===== config.mk =====
export PLATFORM = sky130hd
export DESIGN_NAME = hall_rotor_angle_interpolator_flat
export DESIGN_NICKNAME = d
export VERILOG_FILES = /design/src/rtl/hri_pkg.sv /design/src/rtl/hri_ifs.sv /design/src/rtl/hri_ctrl.sv /design/src/rtl/hri_dp.sv /design/src/rtl/hall_rotor_angle_interpolator.sv /design/src/flat_wrapper.sv
export SDC_FILE = /design/constraint.sdc
export NUM_CORES = 1
export LEC_CHECK = 0
export ABC_CLOCK_PERIOD_IN_PS = 12100
export BUFFER_PORTS_ARGS = -buffer_cell sky130_fd_sc_hd__buf_4
export CORE_MARGIN = 4
export CORE_UTILIZATION = 45
export CTS_BUF_LIST = sky130_fd_sc_hd__clkbuf_4 sky130_fd_sc_hd__clkbuf_8
export CTS_CLUSTER_DIAMETER = 120
export DETAILED_ROUTE_END_ITERATION = 12
export GPL_TIMING_DRIVEN = 0
export PLACE_DENSITY_LB_ADDON = 0.05
export SYNTH_ARGS = -nofsm -noshare
export SYNTH_HDL_FRONTEND = slang
export SYNTH_SLANG_ARGS = --single-unit
export TNS_END_PERCENT = 50

===== constraint.sdc =====
create_clock -name clk_i -period 12.1 [get_ports clk_i]
set_input_delay 2.42 -clock clk_i [delete_from_list [all_inputs] [get_ports clk_i]]
set_output_delay 2.42 -clock clk_i [all_outputs]
set_load 0.02 [all_outputs]

===== src/rtl/hri_pkg.sv =====
// hri_pkg: shared constants, types and controller encodings of the hall rotor angle interpolator
// no dependencies; compiled first

package hri_pkg;

  // default parameter values
  localparam int unsigned ANGLE_BITS_DEF = 16;
  localparam int unsigned TIME_BITS_DEF  = 32;

  // fixed field widths
  localparam int unsigned NOW_W      = 32;
  localparam int unsigned CODE_W     = 3;
  localparam int unsigned ANGLE_W    = 16;
  localparam int unsigned PROG_W     = 14;
  localparam int unsigned NUM_SECT   = 8;
  localparam int unsigned SECT_W     = 3;
  localparam int unsigned CFG_IDX_W  = 4;
  localparam int unsigned CFG_DATA_W = 16;

  // command codes on the input channel
  localparam logic CMD_EDGE  = 1'b0;
  localparam logic CMD_QUERY = 1'b1;

  typedef enum logic [1:0] {
    ST_IDLE,
    ST_MUL,
    ST_DIV,
    ST_DONE
  } hri_state_e;

  // controller to datapath
  typedef struct packed {
    logic accept;
    logic mul;
    logic div_step;
    logic out_load;
  } hri_cmd_t;

  // datapath to controller
  typedef struct packed {
    logic special;
    logic div_last;
    logic out_free;
  } hri_sts_t;

endpackage


===== src/rtl/hri_ifs.sv =====
// hri_ifs: valid/ready channel interfaces for items and results
// depends on hri_pkg

interface hri_in_if import hri_pkg::*; ();
  logic              valid;
  logic              ready;
  logic              command;
  logic [NOW_W-1:0]  now_us;
  logic [CODE_W-1:0] hall_code;

  modport source (output valid, command, now_us, hall_code, input ready);
  modport sink (input valid, command, now_us, hall_code, output ready);
endinterface

interface hri_out_if import hri_pkg::*; ();
  logic               valid;
  logic               ready;
  logic [ANGLE_W-1:0] rotor_angle;
  logic [PROG_W-1:0]  sector_progress;
  logic [CODE_W-1:0]  current_hall_code;

  modport source (output valid, rotor_angle, sector_progress, current_hall_code, input ready);
  modport sink (input valid, rotor_angle, sector_progress, current_hall_code, output ready);
endinterface


===== src/rtl/hri_ctrl.sv =====
// hri_ctrl: sequencing state machine of the angle interpolator
// depends on hri_pkg; drives hri_dp through hri_cmd_t

module hri_ctrl import hri_pkg::*; (
  input  logic     clk_i,
  input  logic     rst_ni,
  input  logic     in_valid_i,
  output logic     in_ready_o,
  input  hri_sts_t sts_i,
  output hri_cmd_t cmd_o
);

  hri_state_e state_q, state_d;

  always_ff @(posedge clk_i or negedge rst_ni) begin
    if (!rst_ni) begin
      state_q <= ST_IDLE;
    end else begin
      state_q <= state_d;
    end
  end

  always_comb begin
    state_d    = state_q;
    cmd_o      = '0;
    in_ready_o = 1'b0;
    case (state_q)
      ST_IDLE: begin
        in_ready_o = 1'b1;
        if (in_valid_i) begin
          cmd_o.accept = 1'b1;
          state_d      = ST_MUL;
        end
      end
      ST_MUL: begin
        cmd_o.mul = 1'b1;
        state_d   = sts_i.special ? ST_DONE : ST_DIV;
      end
      ST_DIV: begin
        cmd_o.div_step = 1'b1;
        if (sts_i.div_last) begin
          state_d = ST_DONE;
        end
      end
      ST_DONE: begin
        if (sts_i.out_free) begin
          cmd_o.out_load = 1'b1;
          state_d        = ST_IDLE;
        end
      end
      default: begin
        state_d = ST_IDLE;
      end
    endcase
  end

  a_accept_to_mul: assert property (@(posedge clk_i) disable iff (!rst_ni)
    cmd_o.accept |=> state_q == ST_MUL)
    else $error("accepted item did not start the multiply step");

  a_special_skips_div: assert property (@(posedge clk_i) disable iff (!rst_ni)
    (state_q == ST_MUL && sts_i.special) |=> state_q == ST_DONE)
    else $error("saturated progress went through the divider");

  a_load_to_idle: assert property (@(posedge clk_i) disable iff (!rst_ni)
    cmd_o.out_load |=> (state_q == ST_IDLE && in_ready_o))
    else $error("result load did not return to idle");

endmodule


===== src/rtl/hri_dp.sv =====
// hri_dp: edge state, sector table, multiplier, restoring divider and result register
// depends on hri_pkg; controlled by hri_ctrl

module hri_dp import hri_pkg::*; #(
  parameter int unsigned ANGLE_BITS = ANGLE_BITS_DEF,
  parameter int unsigned TIME_BITS  = TIME_BITS_DEF
) (
  input  logic                  clk_i,
  input  logic                  rst_ni,
  input  logic                  cfg_we_i,
  input  logic [CFG_IDX_W-1:0]  cfg_idx_i,
  input  logic [CFG_DATA_W-1:0] cfg_data_i,
  input  logic                  in_command_i,
  input  logic [NOW_W-1:0]      in_now_us_i,
  input  logic [CODE_W-1:0]     in_hall_code_i,
  output logic                  out_valid_o,
  input  logic                  out_ready_i,
  output logic [ANGLE_W-1:0]    out_rotor_angle_o,
  output logic [PROG_W-1:0]     out_sector_progress_o,
  output logic [CODE_W-1:0]     out_current_hall_code_o,
  input  hri_cmd_t              cmd_i,
  output hri_sts_t              sts_o
);

  localparam int unsigned PB    = ANGLE_BITS - 2;
  localparam int unsigned NW    = TIME_BITS + PB;
  localparam int unsigned CNT_W = $clog2(PB);
  localparam int unsigned SPAN  = ((2 ** ANGLE_BITS) + 3) / 6;

  logic [PB-1:0] span_v;
  assign span_v = PB'(SPAN);

  // sector base angle table
  logic [CFG_DATA_W-1:0] sect_q [NUM_SECT];

  always_ff @(posedge clk_i or negedge rst_ni) begin
    if (!rst_ni) begin
      for (int i = 0; i < NUM_SECT; i++) begin
        sect_q[i] <= '0;
      end
    end else if (cfg_we_i && (cfg_idx_i < CFG_IDX_W'(NUM_SECT))) begin
      sect_q[cfg_idx_i[SECT_W-1:0]] <= cfg_data_i;
    end
  end

  // edge state
  logic [TIME_BITS-1:0] last_q, interval_q, now_q, now_w, elapsed;
  logic [CODE_W-1:0]    code_q;
  logic                 seen_q;
  logic                 command_q;

  assign now_w = TIME_BITS'(in_now_us_i);

  always_ff @(posedge clk_i or negedge rst_ni) begin
    if (!rst_ni) begin
      last_q     <= '0;
      interval_q <= '0;
      code_q     <= '0;
      seen_q     <= 1'b0;
    end else if (cmd_i.accept && in_command_i == CMD_EDGE) begin
      interval_q <= now_w - last_q;
      last_q     <= now_w;
      code_q     <= in_hall_code_i;
      seen_q     <= 1'b1;
    end
  end

  always_ff @(posedge clk_i) begin
    if (cmd_i.accept) begin
      now_q     <= now_w;
      command_q <= in_command_i;
    end
  end

  // saturation check and product, in parallel
  logic          special_w;
  logic [NW-1:0] prod_w;

  assign elapsed   = now_q - last_q;
  assign special_w = !seen_q || (interval_q == '0) || (elapsed >= interval_q);
  assign prod_w    = NW'(elapsed) * NW'(span_v);

  // restoring divider, one quotient bit a step
  logic [TIME_BITS-1:0] rem_q;
  logic [PB-1:0]        quo_q;
  logic [CNT_W-1:0]     cnt_q;
  logic                 special_q;
  logic [PB-1:0]        sprog_q;
  logic [TIME_BITS:0]   trial, diff;
  logic                 ge;

  assign trial = {rem_q, quo_q[PB-1]};
  assign diff  = trial - {1'b0, interval_q};
  assign ge    = trial >= {1'b0, interval_q};

  always_ff @(posedge clk_i) begin
    if (cmd_i.mul) begin
      rem_q     <= prod_w[NW-1:PB];
      quo_q     <= prod_w[PB-1:0];
      cnt_q     <= '0;
      special_q <= special_w;
      sprog_q   <= seen_q ? span_v : '0;
    end else if (cmd_i.div_step) begin
      rem_q <= ge ? diff[TIME_BITS-1:0] : trial[TIME_BITS-1:0];
      quo_q <= {quo_q[PB-2:0], ge};
      cnt_q <= cnt_q + 1'b1;
    end
  end

  assign sts_o.special  = special_w;
  assign sts_o.div_last = (cnt_q == CNT_W'(PB - 1));
  assign sts_o.out_free = !out_valid_o || out_ready_i;

  // result
  logic [PB-1:0]         prog_res;
  logic [ANGLE_BITS-1:0] base_w, angle_w;

  assign prog_res = special_q ? sprog_q : quo_q;
  assign base_w   = ANGLE_BITS'(sect_q[code_q]);
  assign angle_w  = base_w + ANGLE_BITS'(prog_res);

  logic out_valid_q;

  always_ff @(posedge clk_i or negedge rst_ni) begin
    if (!rst_ni) begin
      out_valid_q <= 1'b0;
    end else if (cmd_i.out_load) begin
      out_valid_q <= 1'b1;
    end else if (out_ready_i) begin
      out_valid_q <= 1'b0;
    end
  end

  always_ff @(posedge clk_i) begin
    if (cmd_i.out_load) begin
      out_rotor_angle_o       <= ANGLE_W'(angle_w);
      out_sector_progress_o   <= PROG_W'(prog_res);
      out_current_hall_code_o <= code_q;
    end
  end

  assign out_valid_o = out_valid_q;

  a_prog_capped: assert property (@(posedge clk_i) disable iff (!rst_ni)
    cmd_i.out_load |-> prog_res <= span_v)
    else $error("progress above one sector span");

  a_edge_result: assert property (@(posedge clk_i) disable iff (!rst_ni)
    (cmd_i.out_load && command_q == CMD_EDGE) |-> (prog_res == '0 || prog_res == span_v))
    else $error("edge result with nonzero interpolated progress");

  a_no_edge_zero: assert property (@(posedge clk_i) disable iff (!rst_ni)
    (cmd_i.out_load && !seen_q) |-> prog_res == '0)
    else $error("progress before first edge");

endmodule


===== src/rtl/hall_rotor_angle_interpolator.sv =====
// hall rotor angle interpolator: an accepted item goes through one multiply step,
// ANGLE_BITS-2 restoring divider steps and the result load, or skips the divider when no
// edge has been seen yet or the progress is saturated; the result load waits while an unread
// result is held; one item at a time; the result register lets the next item enter while a
// result waits; asynchronous active-low reset clears the sector table, the edge state (time,
// interval, code, edge seen) and the handshake control
// depends on hri_pkg, hri_ifs, hri_ctrl and hri_dp

module hall_rotor_angle_interpolator import hri_pkg::*; #(
  parameter int unsigned ANGLE_BITS = ANGLE_BITS_DEF,
  parameter int unsigned TIME_BITS  = TIME_BITS_DEF
) (
  input  logic                  clk_i,
  input  logic                  rst_ni,
  input  logic                  cfg_we_i,
  input  logic [CFG_IDX_W-1:0]  cfg_idx_i,
  input  logic [CFG_DATA_W-1:0] cfg_data_i,
  hri_in_if.sink                req_i,
  hri_out_if.source             rsp_o
);

  // command and status between sequencer and datapath
  hri_cmd_t cmd;
  hri_sts_t sts;

  // sequencer: idle -> multiply -> divide steps (skipped when no edge was seen or progress saturates) -> result load
  hri_ctrl u_ctrl (
    .clk_i      (clk_i),
    .rst_ni     (rst_ni),
    .in_valid_i (req_i.valid),
    .in_ready_o (req_i.ready),
    .sts_i      (sts),
    .cmd_o      (cmd)
  );

  // datapath: edge state, base angle table, product, divider and result register
  hri_dp #(
    .ANGLE_BITS (ANGLE_BITS),
    .TIME_BITS  (TIME_BITS)
  ) u_dp (
    .clk_i                   (clk_i),
    .rst_ni                  (rst_ni),
    .cfg_we_i                (cfg_we_i),
    .cfg_idx_i               (cfg_idx_i),
    .cfg_data_i              (cfg_data_i),
    .in_command_i            (req_i.command),
    .in_now_us_i             (req_i.now_us),
    .in_hall_code_i          (req_i.hall_code),
    .out_valid_o             (rsp_o.valid),
    .out_ready_i             (rsp_o.ready),
    .out_rotor_angle_o       (rsp_o.rotor_angle),
    .out_sector_progress_o   (rsp_o.sector_progress),
    .out_current_hall_code_o (rsp_o.current_hall_code),
    .cmd_i                   (cmd),
    .sts_o                   (sts)
  );

endmodule

===== src/flat_wrapper.sv =====
// flat-port wrapper written by rule: the top's interface ports become plain ports
module hall_rotor_angle_interpolator_flat import hri_pkg::*;
#(
  parameter int unsigned ANGLE_BITS = ANGLE_BITS_DEF,
  parameter int unsigned TIME_BITS  = TIME_BITS_DEF
)
  (clk_i, rst_ni, cfg_we_i, cfg_idx_i, cfg_data_i, req_i_valid, req_i_command, req_i_now_us, req_i_hall_code, req_i_ready, rsp_o_valid, rsp_o_rotor_angle, rsp_o_sector_progress, rsp_o_current_hall_code, rsp_o_ready);
  hri_in_if req_i_i ();
  hri_out_if rsp_o_i ();
  input  logic clk_i;
  input  logic rst_ni;
  input  logic cfg_we_i;
  input  logic [CFG_IDX_W-1:0] cfg_idx_i;
  input  logic [CFG_DATA_W-1:0] cfg_data_i;
  input wire logic [$bits(req_i_i.valid)-1:0] req_i_valid;
  input wire logic [$bits(req_i_i.command)-1:0] req_i_command;
  input wire logic [$bits(req_i_i.now_us)-1:0] req_i_now_us;
  input wire logic [$bits(req_i_i.hall_code)-1:0] req_i_hall_code;
  output wire logic [$bits(req_i_i.ready)-1:0] req_i_ready;
  output wire logic [$bits(rsp_o_i.valid)-1:0] rsp_o_valid;
  output wire logic [$bits(rsp_o_i.rotor_angle)-1:0] rsp_o_rotor_angle;
  output wire logic [$bits(rsp_o_i.sector_progress)-1:0] rsp_o_sector_progress;
  output wire logic [$bits(rsp_o_i.current_hall_code)-1:0] rsp_o_current_hall_code;
  input wire logic [$bits(rsp_o_i.ready)-1:0] rsp_o_ready;
  assign req_i_i.valid = req_i_valid;
  assign req_i_i.command = req_i_command;
  assign req_i_i.now_us = req_i_now_us;
  assign req_i_i.hall_code = req_i_hall_code;
  assign req_i_ready = req_i_i.ready;
  assign rsp_o_valid = rsp_o_i.valid;
  assign rsp_o_rotor_angle = rsp_o_i.rotor_angle;
  assign rsp_o_sector_progress = rsp_o_i.sector_progress;
  assign rsp_o_current_hall_code = rsp_o_i.current_hall_code;
  assign rsp_o_i.ready = rsp_o_ready;
  hall_rotor_angle_interpolator #(.ANGLE_BITS(ANGLE_BITS), .TIME_BITS(TIME_BITS)) u_core (.clk_i(clk_i), .rst_ni(rst_ni), .cfg_we_i(cfg_we_i), .cfg_idx_i(cfg_idx_i), .cfg_data_i(cfg_data_i), .req_i(req_i_i), .rsp_o(rsp_o_i));
endmodule

* Word level (Yosys, flattened, before mapping)
Index checks and enable logic that the tools add are counted.
Storage, ports and cells: flip-flop bits (word level) 329, logic and storage cells 85
Cells by class: multiplexer cells 27, bitwise gates (word level) 3, reductions and logical operators 13, magnitude comparators 6, multipliers 1, add/subtract/negate cells 5, equal/unequal tests 7
Operators with widths (number):
- 128-bit bitwise mux | 1
- 32-bit 2-to-1 mux | 3
- 32-bit subtractor | 3
- 14-bit 2-to-1 mux | 4
- 16-bit binary-select mux with 3-bit select | 1
- 16-bit demux with 3-bit select | 1
- 16-bit 2-to-1 mux | 3
- 32-bit by 14-bit multiplier with 46-bit output, second input constant | 1
- 33-bit by 32-bit greater-or-equal comparator with 1-bit output | 1
- 32-bit greater-or-equal comparator | 1
- 32-bit logical NOT | 1
- 16-bit by 14-bit adder with 16-bit output | 1
- 1-bit 2-to-1 mux | 10
- 4-bit greater-or-equal comparator, second input constant | 2
- 3-bit NOT with 4-bit output | 2
- 2-bit one-hot mux with 4 select lines | 1
- 2-bit 2-to-1 mux | 3
- 4-bit by 1-bit adder with 4-bit output, second input constant | 1
- 2-bit == test, second input constant | 2
- 4-bit == test, second input constant | 1
- 4-bit by 1-bit < comparator with 1-bit output, second input constant | 1
- 4-bit < comparator, second input constant | 1
- 2-bit by 1-bit != test with 1-bit output, second input constant | 2
- 2-bit nonzero test | 2
- 8 further kinds | 13

* Logic depth before layout (Yosys ltp)
Gate-level depths: netlist (run 1).
depth after elaboration 6, gate-level depth with buffers 35, gate-level depth less buffers 35

* Modules after synthesis
A second synthesis (run 1) with hierarchy kept.
Unflattened totals: cells, all modules 2707, area, all modules 27421.3 um2
Modules (own cells, without submodules):
- hri_dp | cells an instance 2688, seq. area each 8403.1 um2, times used 1, area each 27228.6 um2
- hri_ctrl | cells an instance 19, seq. area each 50.0 um2, times used 1, area each 192.7 um2

* Worst setup path after synthesis (run 1)
OpenSTA, ideal clock, no wires.
kind reg-to-reg, from register u_core.u_dp.now_q[0], to register u_core.u_dp.rem_q[28], data pin, library setup time 260 ps, cell stages (with the launch flop) 34, arrival time 7595 ps, setup slack 4246 ps, path through edfxtp_1 > inv_1 > ha_1 > inv_1 > fa_1 > a211oi_1 > o21bai_1 > nand3_1 > a21boi_1 > o21ai_1 > a21oi_1 > nor3_1 > ha_1 > xor2_1 > ha_1 > inv_1 > fa_1 > inv_1 > fa_1 > fa_1 > inv_1 > fa_1 > inv_1 > ha_1 > a211oi_1 > nor2_1 > o41ai_1 > o221ai_1 > a21o_1 > a2111oi_1 > o41ai_1 > a21oi_1 > xnor2_1 > mux2_2
Between the ends: cells in the longest elaborated chain, start to end 3
RTL lines:
- start: declaration | line hri_dp.sv:47 | logic [TIME_BITS-1:0] last_q, interval_q, now_q, now_w, elapsed;
- start signal: assignment | line hri_dp.sv:70 | now_q <= now_w;
- 32-bit subtractor | line hri_dp.sv:79 | assign elapsed = now_q - last_q;
- 32-bit by 14-bit multiplier with 46-bit output | line hri_dp.sv:81 | assign prod_w = NW'(elapsed) * NW'(span_v);
- 32-bit 2-to-1 mux | line hri_dp.sv:97 | if (cmd_i.mul) begin
- end signal: assignment | line hri_dp.sv:98 | rem_q <= prod_w[NW-1:PB];
- end signal: assignment | line hri_dp.sv:104 | rem_q <= ge ? diff[TIME_BITS-1:0] : trial[TIME_BITS-1:0];
- end: declaration | line hri_dp.sv:84 | logic [TIME_BITS-1:0] rem_q;
Every way passes these cells. A chain may end at the register's enable or synchronous reset.

* Worst setup path after layout (run 1)
from register u_core.u_dp.last_q[1], to register u_core.u_dp.rem_q[26], data pin
Between the ends: cells in the longest elaborated chain, start to end 3
RTL lines:
- start: declaration | line hri_dp.sv:47
- start signal: assignment | line hri_dp.sv:62 | last_q <= now_w;
- 32-bit subtractor | line hri_dp.sv:79
- 32-bit by 14-bit multiplier with 46-bit output | line hri_dp.sv:81
- 32-bit 2-to-1 mux | line hri_dp.sv:97
Every way passes these cells.

==> results of run 1 <==
## worst max-delay path, delay by kind of cell (launching register included)
kind	cells	cell delay [ps]
buffers and inverters	6	650
and+or+nand+nor	4	350
adders and majority gates	7	3130
AOI/OAI and AO/OA	13	3550
DFF	1	410
xor gates and xnor gates	3	850
## registers in the layout (all words and copies together) (netlist names), 4 cells and up
register,cells
u_core.u_dp.cnt_q,4
u_core.u_dp.interval_q,32
u_core.u_dp.last_q,32
u_core.u_dp.now_q,32
u_core.u_dp.out_rotor_angle_o,16
u_core.u_dp.out_sector_progress_o,14
u_core.u_dp.quo_q,14
u_core.u_dp.rem_q,32
u_core.u_dp.sect_q,128
## worst paths after layout
path,from,endpoint,slack [ps],depth (start not counted)
worst max-delay path,u_core.u_dp.last_q[1],u_core.u_dp.rem_q[26],2870,33
worst min-delay path,u_core.u_dp.code_q[0],u_core.u_dp.out_current_hall_code_o[0],450,0
worst max register to register,u_core.u_dp.last_q[1],u_core.u_dp.rem_q[26],2870,33
worst min register to register,u_core.u_dp.code_q[0],u_core.u_dp.out_current_hall_code_o[0],450,0
max in group asynchronous,rst_ni,u_core.u_dp.last_q[14],9240,3
min in group asynchronous,rst_ni,u_core.u_dp.sect_q[59],1670,1
## stage by stage
step,instance area (µm²),worst slack [ps]
global placement,28500,2920
CTS,30000,2880
global route,30000,2290
detailed placement,28700,2910
floorplan,26900,4250
finish,30000,2870
## synth_stat cells, types with 8 or more instances
library cell / instances / area share (%)
a211oi_1: 40 / 1.1
a21o_1: 70 / 2.0
a21oi_1: 165 / 3.1
a31oi_1: 14 / 0.33
and2_1: 10 / 0.23
and3_1: 18 / 0.42
clkbuf_1: 54 / 0.75
dfrtp_1: 199 / 19
edfxtp_1: 113 / 13
fa_1: 149 / 11
ha_1: 290 / 13
inv_1: 369 / 5.2
mux2_2: 181 / 7.6
mux2i_1: 12 / 0.45
mux4_2: 32 / 2.7
nand2_1: 134 / 1.9
nand2b_1: 33 / 0.77
nand3_1: 37 / 0.69
nand4_1: 18 / 0.42
nor2_1: 115 / 1.6
nor2b_1: 30 / 0.70
nor3_1: 26 / 0.48
nor4_1: 10 / 0.23
o211ai_1: 8 / 0.22
o21a_1: 15 / 0.42
o21ai_0: 93 / 1.7
o21ai_1: 52 / 0.97
o21bai_1: 18 / 0.50
o31ai_1: 12 / 0.34
xnor2_1: 103 / 3.4
xor2_1: 61 / 2.0
## per-layer routing
metal  vias to the layer above  GRT usage, %  wire length (µm)
met3                        86          3.84              3650
li1                       9493             -                 -
met2                       386          35.6             31900
met5                         -             0                 0
met4                         0          5.12              1360
met1                      9535          34.4             36100
## area by class of cell
class / instances / area share (%)
Sequential cell: 316 / 28.2
Antenna cell: 1 / 0.00834
Clock inverter: 29 / 0.934
Timing Repair Buffer: 97 / 2.72
Buffer: 67 / 0.863
Inverter: 372 / 4.66
Multi-Input combinational cell: 1862 / 55.9
Clock buffer: 84 / 3.50
Tap cell: 773 / 3.22
## kinds of logic after synthesis
logic type | after synthesis | synth area share [%]
multiplexers | 226 | 10.8
buffers and inverters | 439 | 6.16
AO/OA/AOI/OAI | 564 | 13.2
AND/OR/NAND/NOR | 467 | 8.39
XOR/XNOR | 164 | 5.34
flip-flops | 316 | 31.4
adder cells (fa/ha/maj) | 441 | 24.7
==> impl_metrics.env, run 1 <==
export IMPL_status="finished clean"
export IMPL_dr_pass1_iters=5
export IMPL_required_ps=12490
export IMPL_multi_input_area_mm2=0.0168
export IMPL_num_rows=89
export IMPL_cp_arrival_ps=9620
export IMPL_cts_buffers=60
export IMPL_cts_hold_buffers=0
export IMPL_layout_area_seq_mm2=0.00845
export IMPL_mostFrequentLayoutCell="inv_1"
export IMPL_clockRootBuffer="clkbuf_8"
export IMPL_path_common_cell="inv_1"
export IMPL_finClkSkew_ps=49.8
export IMPL_die_area_mm2=0.0637
export IMPL_h_tree_depth=2
export IMPL_cts_buffer_depth=3
export IMPL_ys_ff_latch=316
export IMPL_synthToLayoutAreaGrowth_pct=11.6
export IMPL_core_area_mm2=0.0591
export IMPL_antenna_left=0
export IMPL_startpoint_type="flop"
export IMPL_grt_max_degree=81
export IMPL_postCtsResizedCells=0
export IMPL_wl_mm=73.0
export IMPL_tightestPinTransition_ps=1470
export IMPL_initial_core_util_pct=45.5
export IMPL_synth_warnings=0
export IMPL_nets=3276
export IMPL_hold_viol=0
export IMPL_syn_area_mm2=0.0269
export IMPL_num_vias=19500
export IMPL_avgViaCountPerCell=5.42
export IMPL_drc=0
export IMPL_cts_reportedPaths_clkPinSlew_ps=60
export IMPL_ys_types=79
export IMPL_max_slew_margin_pct=1.54
export IMPL_fin_crit_sh_pct=76.3
export IMPL_worstHoldPathType="reg -> reg"
export IMPL_cts_tree="yes"
export IMPL_final_util_pct=50.7
export IMPL_synth_edf_count=113
export IMPL_crit_type="reg -> reg"
export IMPL_finalHoldWorstSlack_ps=445
export IMPL_drive_gt1_share_pct=15.6
export IMPL_fmax_mhz=108
export IMPL_grt_pass1_vias=20300
export IMPL_synth_nets=3117
export IMPL_first_iter_violations=1029
export IMPL_synthCells=2617
export IMPL_finalSetupViolCount=0
export IMPL_cts_setup_buffers=0
export IMPL_period_minus_slack_ps=9230
export IMPL_gp_congestion=0.926
export IMPL_grt_pass1_wl_mm=115
export IMPL_io_pins=96
export IMPL_track_usage_pct=23.1
export IMPL_die_h_um=252
export IMPL_fin_setup_tns_ps=0
export IMPL_async_flop_share_pct=63.0
export IMPL_dp_hpwl_mm=59.6
export IMPL_clk_latency_ps=670
export IMPL_rsz0062_at_grt="no"
export IMPL_dp_cells=3487
export IMPL_ys_seq_area_share_pct=31.4
export IMPL_fillCellCount=5453
export IMPL_layout_common_cells="inv_1 (369), ha_1 (289), dfrtp_1 (199)"
export IMPL_gr_total_overflow=0
export IMPL_critPathMaxFanout=7
export IMPL_cap_violations=0
export IMPL_drv_slew=0
export IMPL_cp_slowest_cell="a2111oi_0"
export IMPL_critPathMaxStageDelay_ps=840
export IMPL_clock_sinks=316
export IMPL_critPathCaptureType="flop"
export IMPL_synth_ff_type="dfrtp_1"
export IMPL_layout_cells_non_filler=3601
export IMPL_antenna_found_initial=1
export IMPL_avgSynthCellArea_um2=10.3
export IMPL_port_buffers=93
export IMPL_routedWlPerCell_um=20.3
export IMPL_die_x_um=252
Power of run 1 is not shown: default switching activity piles up to over one toggle a cycle in this logic, so the estimate is an artifact.
==> inputs of run 2 (changes only) <==
ABC_CLOCK_PERIOD_IN_PS = 8370   (was 12100)
clock period = 8.37 ns   (was 12.1 ns; I/O delays follow)
==> run 2 against run 1 <==
Final area up 3.2%. Global-route usage is 0.096 points higher. Core utilization rose by 1.6 points. Worst hold slack improved by 3.4 ps.
==> impl_metrics.env, run 2 (synthesized netlist as in run 1, its figures left out) <==
export IMPL_status="finished clean"
export IMPL_gp_congestion=0.926
export IMPL_num_rows=89
export IMPL_clockRootBuffer="clkbuf_8"
export IMPL_nets=3306
export IMPL_dpl_cell_area_mm2=0.0287
export IMPL_routedWlPerCell_um=20.3
export IMPL_track_usage_pct=23.2
export IMPL_drv_slew=0
export IMPL_fin_setup_tns_ps=0
export IMPL_layout_cells_non_filler=3631
export IMPL_cts_tree="yes"
export IMPL_die_area_mm2=0.0637
export IMPL_finClkSkew_ps=47.2
export IMPL_rr_endpoint="u_core.u_dp.rem_q[28]"
export IMPL_multi_input_area_mm2=0.0175
export IMPL_finalSetupViolCount=0
export IMPL_cts_buffer_depth=3
export IMPL_drive_gt1_share_pct=19.6
export IMPL_critPathCaptureType="flop"
export IMPL_layout_common_cells="inv_1 (366), ha_1 (268), dfrtp_1 (199)"
export IMPL_port_buffers=93
export IMPL_dp_hpwl_mm=59.6
export IMPL_worstHoldPathType="reg -> reg"
export IMPL_avgViaCountPerCell=5.45
export IMPL_crit_type="reg -> reg"
export IMPL_drc=0
export IMPL_dp_cells=3487
export IMPL_die_x_um=252
export IMPL_h_tree_depth=2
export IMPL_antenna_left=0
export IMPL_wl_mm=73.7
export IMPL_regMostFlops="u_core.u_dp.sect_q"
export IMPL_cts_hold_buffers=0
export IMPL_cts_reportedPaths_clkPinSlew_ps=60
export IMPL_critPathMaxStageDelay_ps=550
export IMPL_r2r_slack_ps=300
export IMPL_grt_pass1_wl_mm=115
export IMPL_clock_sinks=316
export IMPL_grt_max_degree=81
export IMPL_core_area_mm2=0.0591
export IMPL_period_minus_slack_ps=8070
export IMPL_final_util_pct=52.4
export IMPL_hold_depth=0
export IMPL_path_common_cell="inv_1"
export IMPL_antenna_found_initial=1
export IMPL_critPathMaxFanout=6
export IMPL_synthToLayoutAreaGrowth_pct=15.2
export IMPL_fin_crit_sh_pct=96.4
export IMPL_io_pins=96
export IMPL_gr_total_overflow=0
export IMPL_grt_pass1_vias=20400
export IMPL_cap_violations=0
export IMPL_final_cell_area_mm2=0.0310
export IMPL_largest_reg_flops=128
export IMPL_dr_pass1_iters=5
export IMPL_min_from="u_core.u_dp.code_q[0]"
export IMPL_first_iter_violations=1084
export IMPL_reg2reg_from="u_core.u_dp.now_q[0]"
export IMPL_initial_core_util_pct=45.5
export IMPL_hold_viol=0
export IMPL_required_ps=8780
export IMPL_mostFrequentLayoutCell="inv_1"
export IMPL_holdPathEnd="u_core.u_dp.out_current_hall_code_o[0]"
export IMPL_reg2reg_depth=33
export IMPL_layout_area_seq_mm2=0.00845
export IMPL_cp_slowest_cell="fa_1"
export IMPL_tightestPinTransition_ps=1470
export IMPL_die_h_um=252
export IMPL_clk_latency_ps=680
export IMPL_cts_buffers=60
export IMPL_fmax_mhz=124
export IMPL_cp_arrival_ps=8490
export IMPL_fillCellCount=5359
export IMPL_startpoint_type="flop"
export IMPL_max_slew_margin_pct=1.95
export IMPL_num_vias=19800
==> run 2: worst max path at each step <==
stage                                  endpoint                   from  slack, ps
after floorplan           u_core.u_dp.rem_q[28]   u_core.u_dp.now_q[0]        520
after global placement    u_core.u_dp.rem_q[28]   u_core.u_dp.now_q[0]       -810
after detailed placement  u_core.u_dp.rem_q[26]  u_core.u_dp.last_q[1]       -820
after CTS                 u_core.u_dp.rem_q[30]   u_core.u_dp.now_q[0]          8
after global routing      u_core.u_dp.rem_q[28]   u_core.u_dp.now_q[0]        -50
final                     u_core.u_dp.rem_q[28]   u_core.u_dp.now_q[0]        300
==> run 2: worst max-delay path: cells and delay by family, from the launching register on <==
kind	cells	cell delay (ps)
fa+ha+maj	9	3630
compound gates	12	2120
simple gates	3	700
buf+inv	6	390
xor+xnor	2	380
flops	1	360
mux	1	260
==> run 2: what timing repair did <==
item | 4_1_cts | 5_1_grt
pin swaps | 6 | 31
setup buffers | 6 | 25
resized for setup | 38 | 73
setup endpoints to repair | 16 | 16
==> run 2: final cells by class <==
class	instances	share of cell area (%)
repair buffers	128	3.43
diodes	1	0.00808
plain buffers	66	0.836
multi-input cells	1862	56.5
inverters	372	4.51
clock buffers	84	3.39
well taps	773	3.12
flip-flops and latches	316	27.3
clock inverters	29	0.905
==> run 2: metal layers <==
| metal | part of all wire (%) | track usage [%] | routed length, µm | up-vias |
|---|---|---|---|---|
| met3 | 5.0 | 3.62 | 3670 | 89 |
| li1 | - | - | - | 9553 |
| met4 | 1.9 | 5.21 | 1400 | 0 |
| met1 | 49 | 34.7 | 36100 | 9738 |
| met2 | 44 | 35.7 | 32500 | 423 |
| met5 | 0 | 0 | 0 | - |
==> run 2: through the flow <==
| stage | hold slack [ps] | setup WS (ps) |
|---|---|---|
| after floorplan | 423 | 516 |
| after CTS | 471 | 8.07 |
| final | 449 | 298 |
| after global placement | 434 | -811 |
| after detailed placement | 434 | -817 |
| after global routing | 483 | -54.0 |
Power of run 2 is left out for the same reason.
==> inputs of run 3 (changes only) <==
ABC_AREA = 1   (was unset)
==> run 3 against run 2 <==
Non-clock buffer count down 3. Synthesized area increased by 3.6%. Critical path type unchanged. Fmax up 0.16%. Die area increased by 3.5%. First-iteration DRC count grew 71%. Largest cell class unchanged.
==> impl_metrics.env, run 3 <==
export IMPL_finClkSkew_ps=45.4
export IMPL_layout_cells_non_filler=4450
export IMPL_gp_congestion=0.948
export IMPL_avgSynthCellArea_um2=8.07
export IMPL_grt_max_degree=105
export IMPL_met1Wirelength_mm=36.8
export IMPL_synthToLayoutAreaGrowth_pct=12.2
export IMPL_routedWlPerCell_um=20.0
export IMPL_critPathMaxFanout=6
export IMPL_async_flop_share_pct=63.0
export IMPL_track_usage_pct=26.7
export IMPL_avgViaCountPerCell=5.38
export IMPL_layout_common_cells="nand2_1 (675), inv_1 (604), o21ai_0 (346)"
export IMPL_final_util_pct=51.4
export IMPL_startpoint_type="flop"
export IMPL_die_x_um=257
export IMPL_die_area_mm2=0.0659
export IMPL_ys_ff_latch=316
export IMPL_synthCells=3450
export IMPL_wl_met2_mm=43.6
export IMPL_wl_mm=88.9
export IMPL_fmax_mhz=124
export IMPL_cts_buffers=58
export IMPL_synthTopCellsByCount="nand2_1 (676), inv_1 (605), o21ai_0 (348)"
export IMPL_reg2reg_from="u_core.u_dp.last_q[7]"
export IMPL_status="finished clean"
export IMPL_required_ps=8780
export IMPL_io_pins=96
export IMPL_regMostFlops="u_core.u_dp.sect_q"
export IMPL_synth_area_leaders="dfrtp_1 (18%), ha_1 (13%), edfxtp_1 (12%), fa_1 (11%), nand2_1 (9.1%)"
export IMPL_yosys_area_top_type_share_pct=17.9
export IMPL_drc=0
export IMPL_r2r_slack_ps=310
export IMPL_cts_buffer_depth=3
export IMPL_gr_total_overflow=0
export IMPL_critPathMaxStageDelay_ps=560
export IMPL_dr_wl_met3_mm=4.09
export IMPL_drive_gt1_share_pct=8.94
export IMPL_dp_hpwl_mm=73.6
export IMPL_ys_types=58
export IMPL_cap_violations=0
export IMPL_grt_pass1_vias=24200
export IMPL_max_slew_margin_pct=34.6
export IMPL_clock_sinks=316
export IMPL_path_common_cell="inv_1"
export IMPL_synth_nets=3950
export IMPL_num_vias=23900
export IMPL_fin_setup_tns_ps=0
export IMPL_worstHoldPathType="reg -> reg"
export IMPL_dp_cells=4330
export IMPL_dr_pass1_iters=5
export IMPL_clk_latency_ps=690
export IMPL_crit_type="reg -> reg"
export IMPL_synth_area_leader_cell="dfrtp_1"
export IMPL_largest_reg_flops=128
export IMPL_ys_seq_area_share_pct=30.4
export IMPL_antenna_left=0
export IMPL_core_area_mm2=0.0608
export IMPL_period_minus_slack_ps=8060
export IMPL_initial_core_util_pct=45.8
export IMPL_syn_area_mm2=0.0278
export IMPL_cp_slowest_cell="fa_1"
export IMPL_first_iter_violations=1854
export IMPL_mostFrequentLayoutCell="nand2_1"
export IMPL_cp_arrival_ps=8470
export IMPL_clockRootBuffer="clkbuf_8"
export IMPL_cts_reportedPaths_clkPinSlew_ps=70
export IMPL_fin_crit_sh_pct=96.3
export IMPL_finalSetupViolCount=0
export IMPL_cts_tree="yes"
export IMPL_grt_pass1_wl_mm=138
export IMPL_die_h_um=257
export IMPL_drv_slew=0
export IMPL_top_layer_used="met4"
export IMPL_synth_ff_type="dfrtp_1"
export IMPL_synth_most_common_cell="nand2_1"
export IMPL_h_tree_depth=2
export IMPL_tightestPinTransition_ps=971
export IMPL_critPathCaptureType="flop"
export IMPL_num_rows=90
export IMPL_port_buffers=95
export IMPL_min_from="u_core.u_dp.sect_q[110]"
export IMPL_antenna_found_initial=1
export IMPL_hold_viol=0
export IMPL_cp_startpoint="u_core.u_dp.last_q[7]"
export IMPL_synth_edf_count=113
export IMPL_nets=4118
export IMPL_synth_warnings=0
## run 3: cell count changes after synthesis, moves of 44 or more
cell     previous run  this run
o21ai_0            93       348
mux2_2            181         0
nor2_1            115       201
a21o_1             70        17
inv_1             369       605
nand3_1            37       101
nand2_1           134       676
xnor2_1           103        59
## run 3: final timing paths
check / depth (start not counted) / end
setup / recovery: 33 / u_core.u_dp.rem_q[31]
hold reg to reg: 2 / u_core.u_dp.sect_q[110]
min in group asynchronous: 1 / u_core.u_dp.sect_q[79]
max in group asynchronous: 2 / u_core.u_dp.sect_q[71]
hold / removal: 2 / u_core.u_dp.sect_q[110]
setup reg to reg: 33 / u_core.u_dp.rem_q[31]
## run 3: critical path, delay by kind of cell, from the launching register on
| kind | cells | cell delay (ps) |
|---|---|---|
| XOR/XNOR | 2 | 690 |
| AO/OA/AOI/OAI | 6 | 1310 |
| flip-flops | 1 | 330 |
| buffers and inverters | 8 | 570 |
| AND/OR/NAND/NOR | 9 | 1310 |
| adder cells (fa/ha/maj) | 8 | 3590 |
## run 3: metrics by stage
stage | hold slack (ps) | setup slack (ps) | area [µm²]
after detailed placement | 457 | -121 | 29600
after CTS | 468 | 0.192 | 30900
after floorplan | 422 | 1660 | 27800
final | 482 | 311 | 31200
after global routing | 481 | -9.05 | 31200
after global placement | 443 | -160 | 29500
## run 3: routing by layer
metal / vias up / GRT usage, %
li1: 11600 / -
met1: 11500 / 32.9
met2: 629 / 47.6
met3: 174 / 2.88
met4: 0 / 11.0
met5: - / 0
## run 3: area by class of cell
class                   count  area (µm²)
diodes                      1        2.50
plain buffers              83         358
clock buffers              85        1090
clock inverters            24         156
fillers                  5982       29600
inverters                 618        2320
multi-input cells        2433       17000
flip-flops and latches    316        8450
well taps                 782         978
repair buffers            108         863
## run 3: timing repair
item,in CTS,in global routing
endpoints found under the setup margin,2,11
hold buffers,0,0
buffers inserted,0,10
pin swaps,0,10
resized for setup,3,45
## run 3: logic make-up after synthesis
group	after synthesis	share of synthesized area [%]
AOI/OAI and AO/OA	737	14.7
xor gates and xnor gates	144	4.68
adders and majority gates	439	23.7
buffers and inverters	701	9.62
DFF	316	30.4
and+or+nand+nor	1113	16.9
Power of run 3 is left out for the same reason.
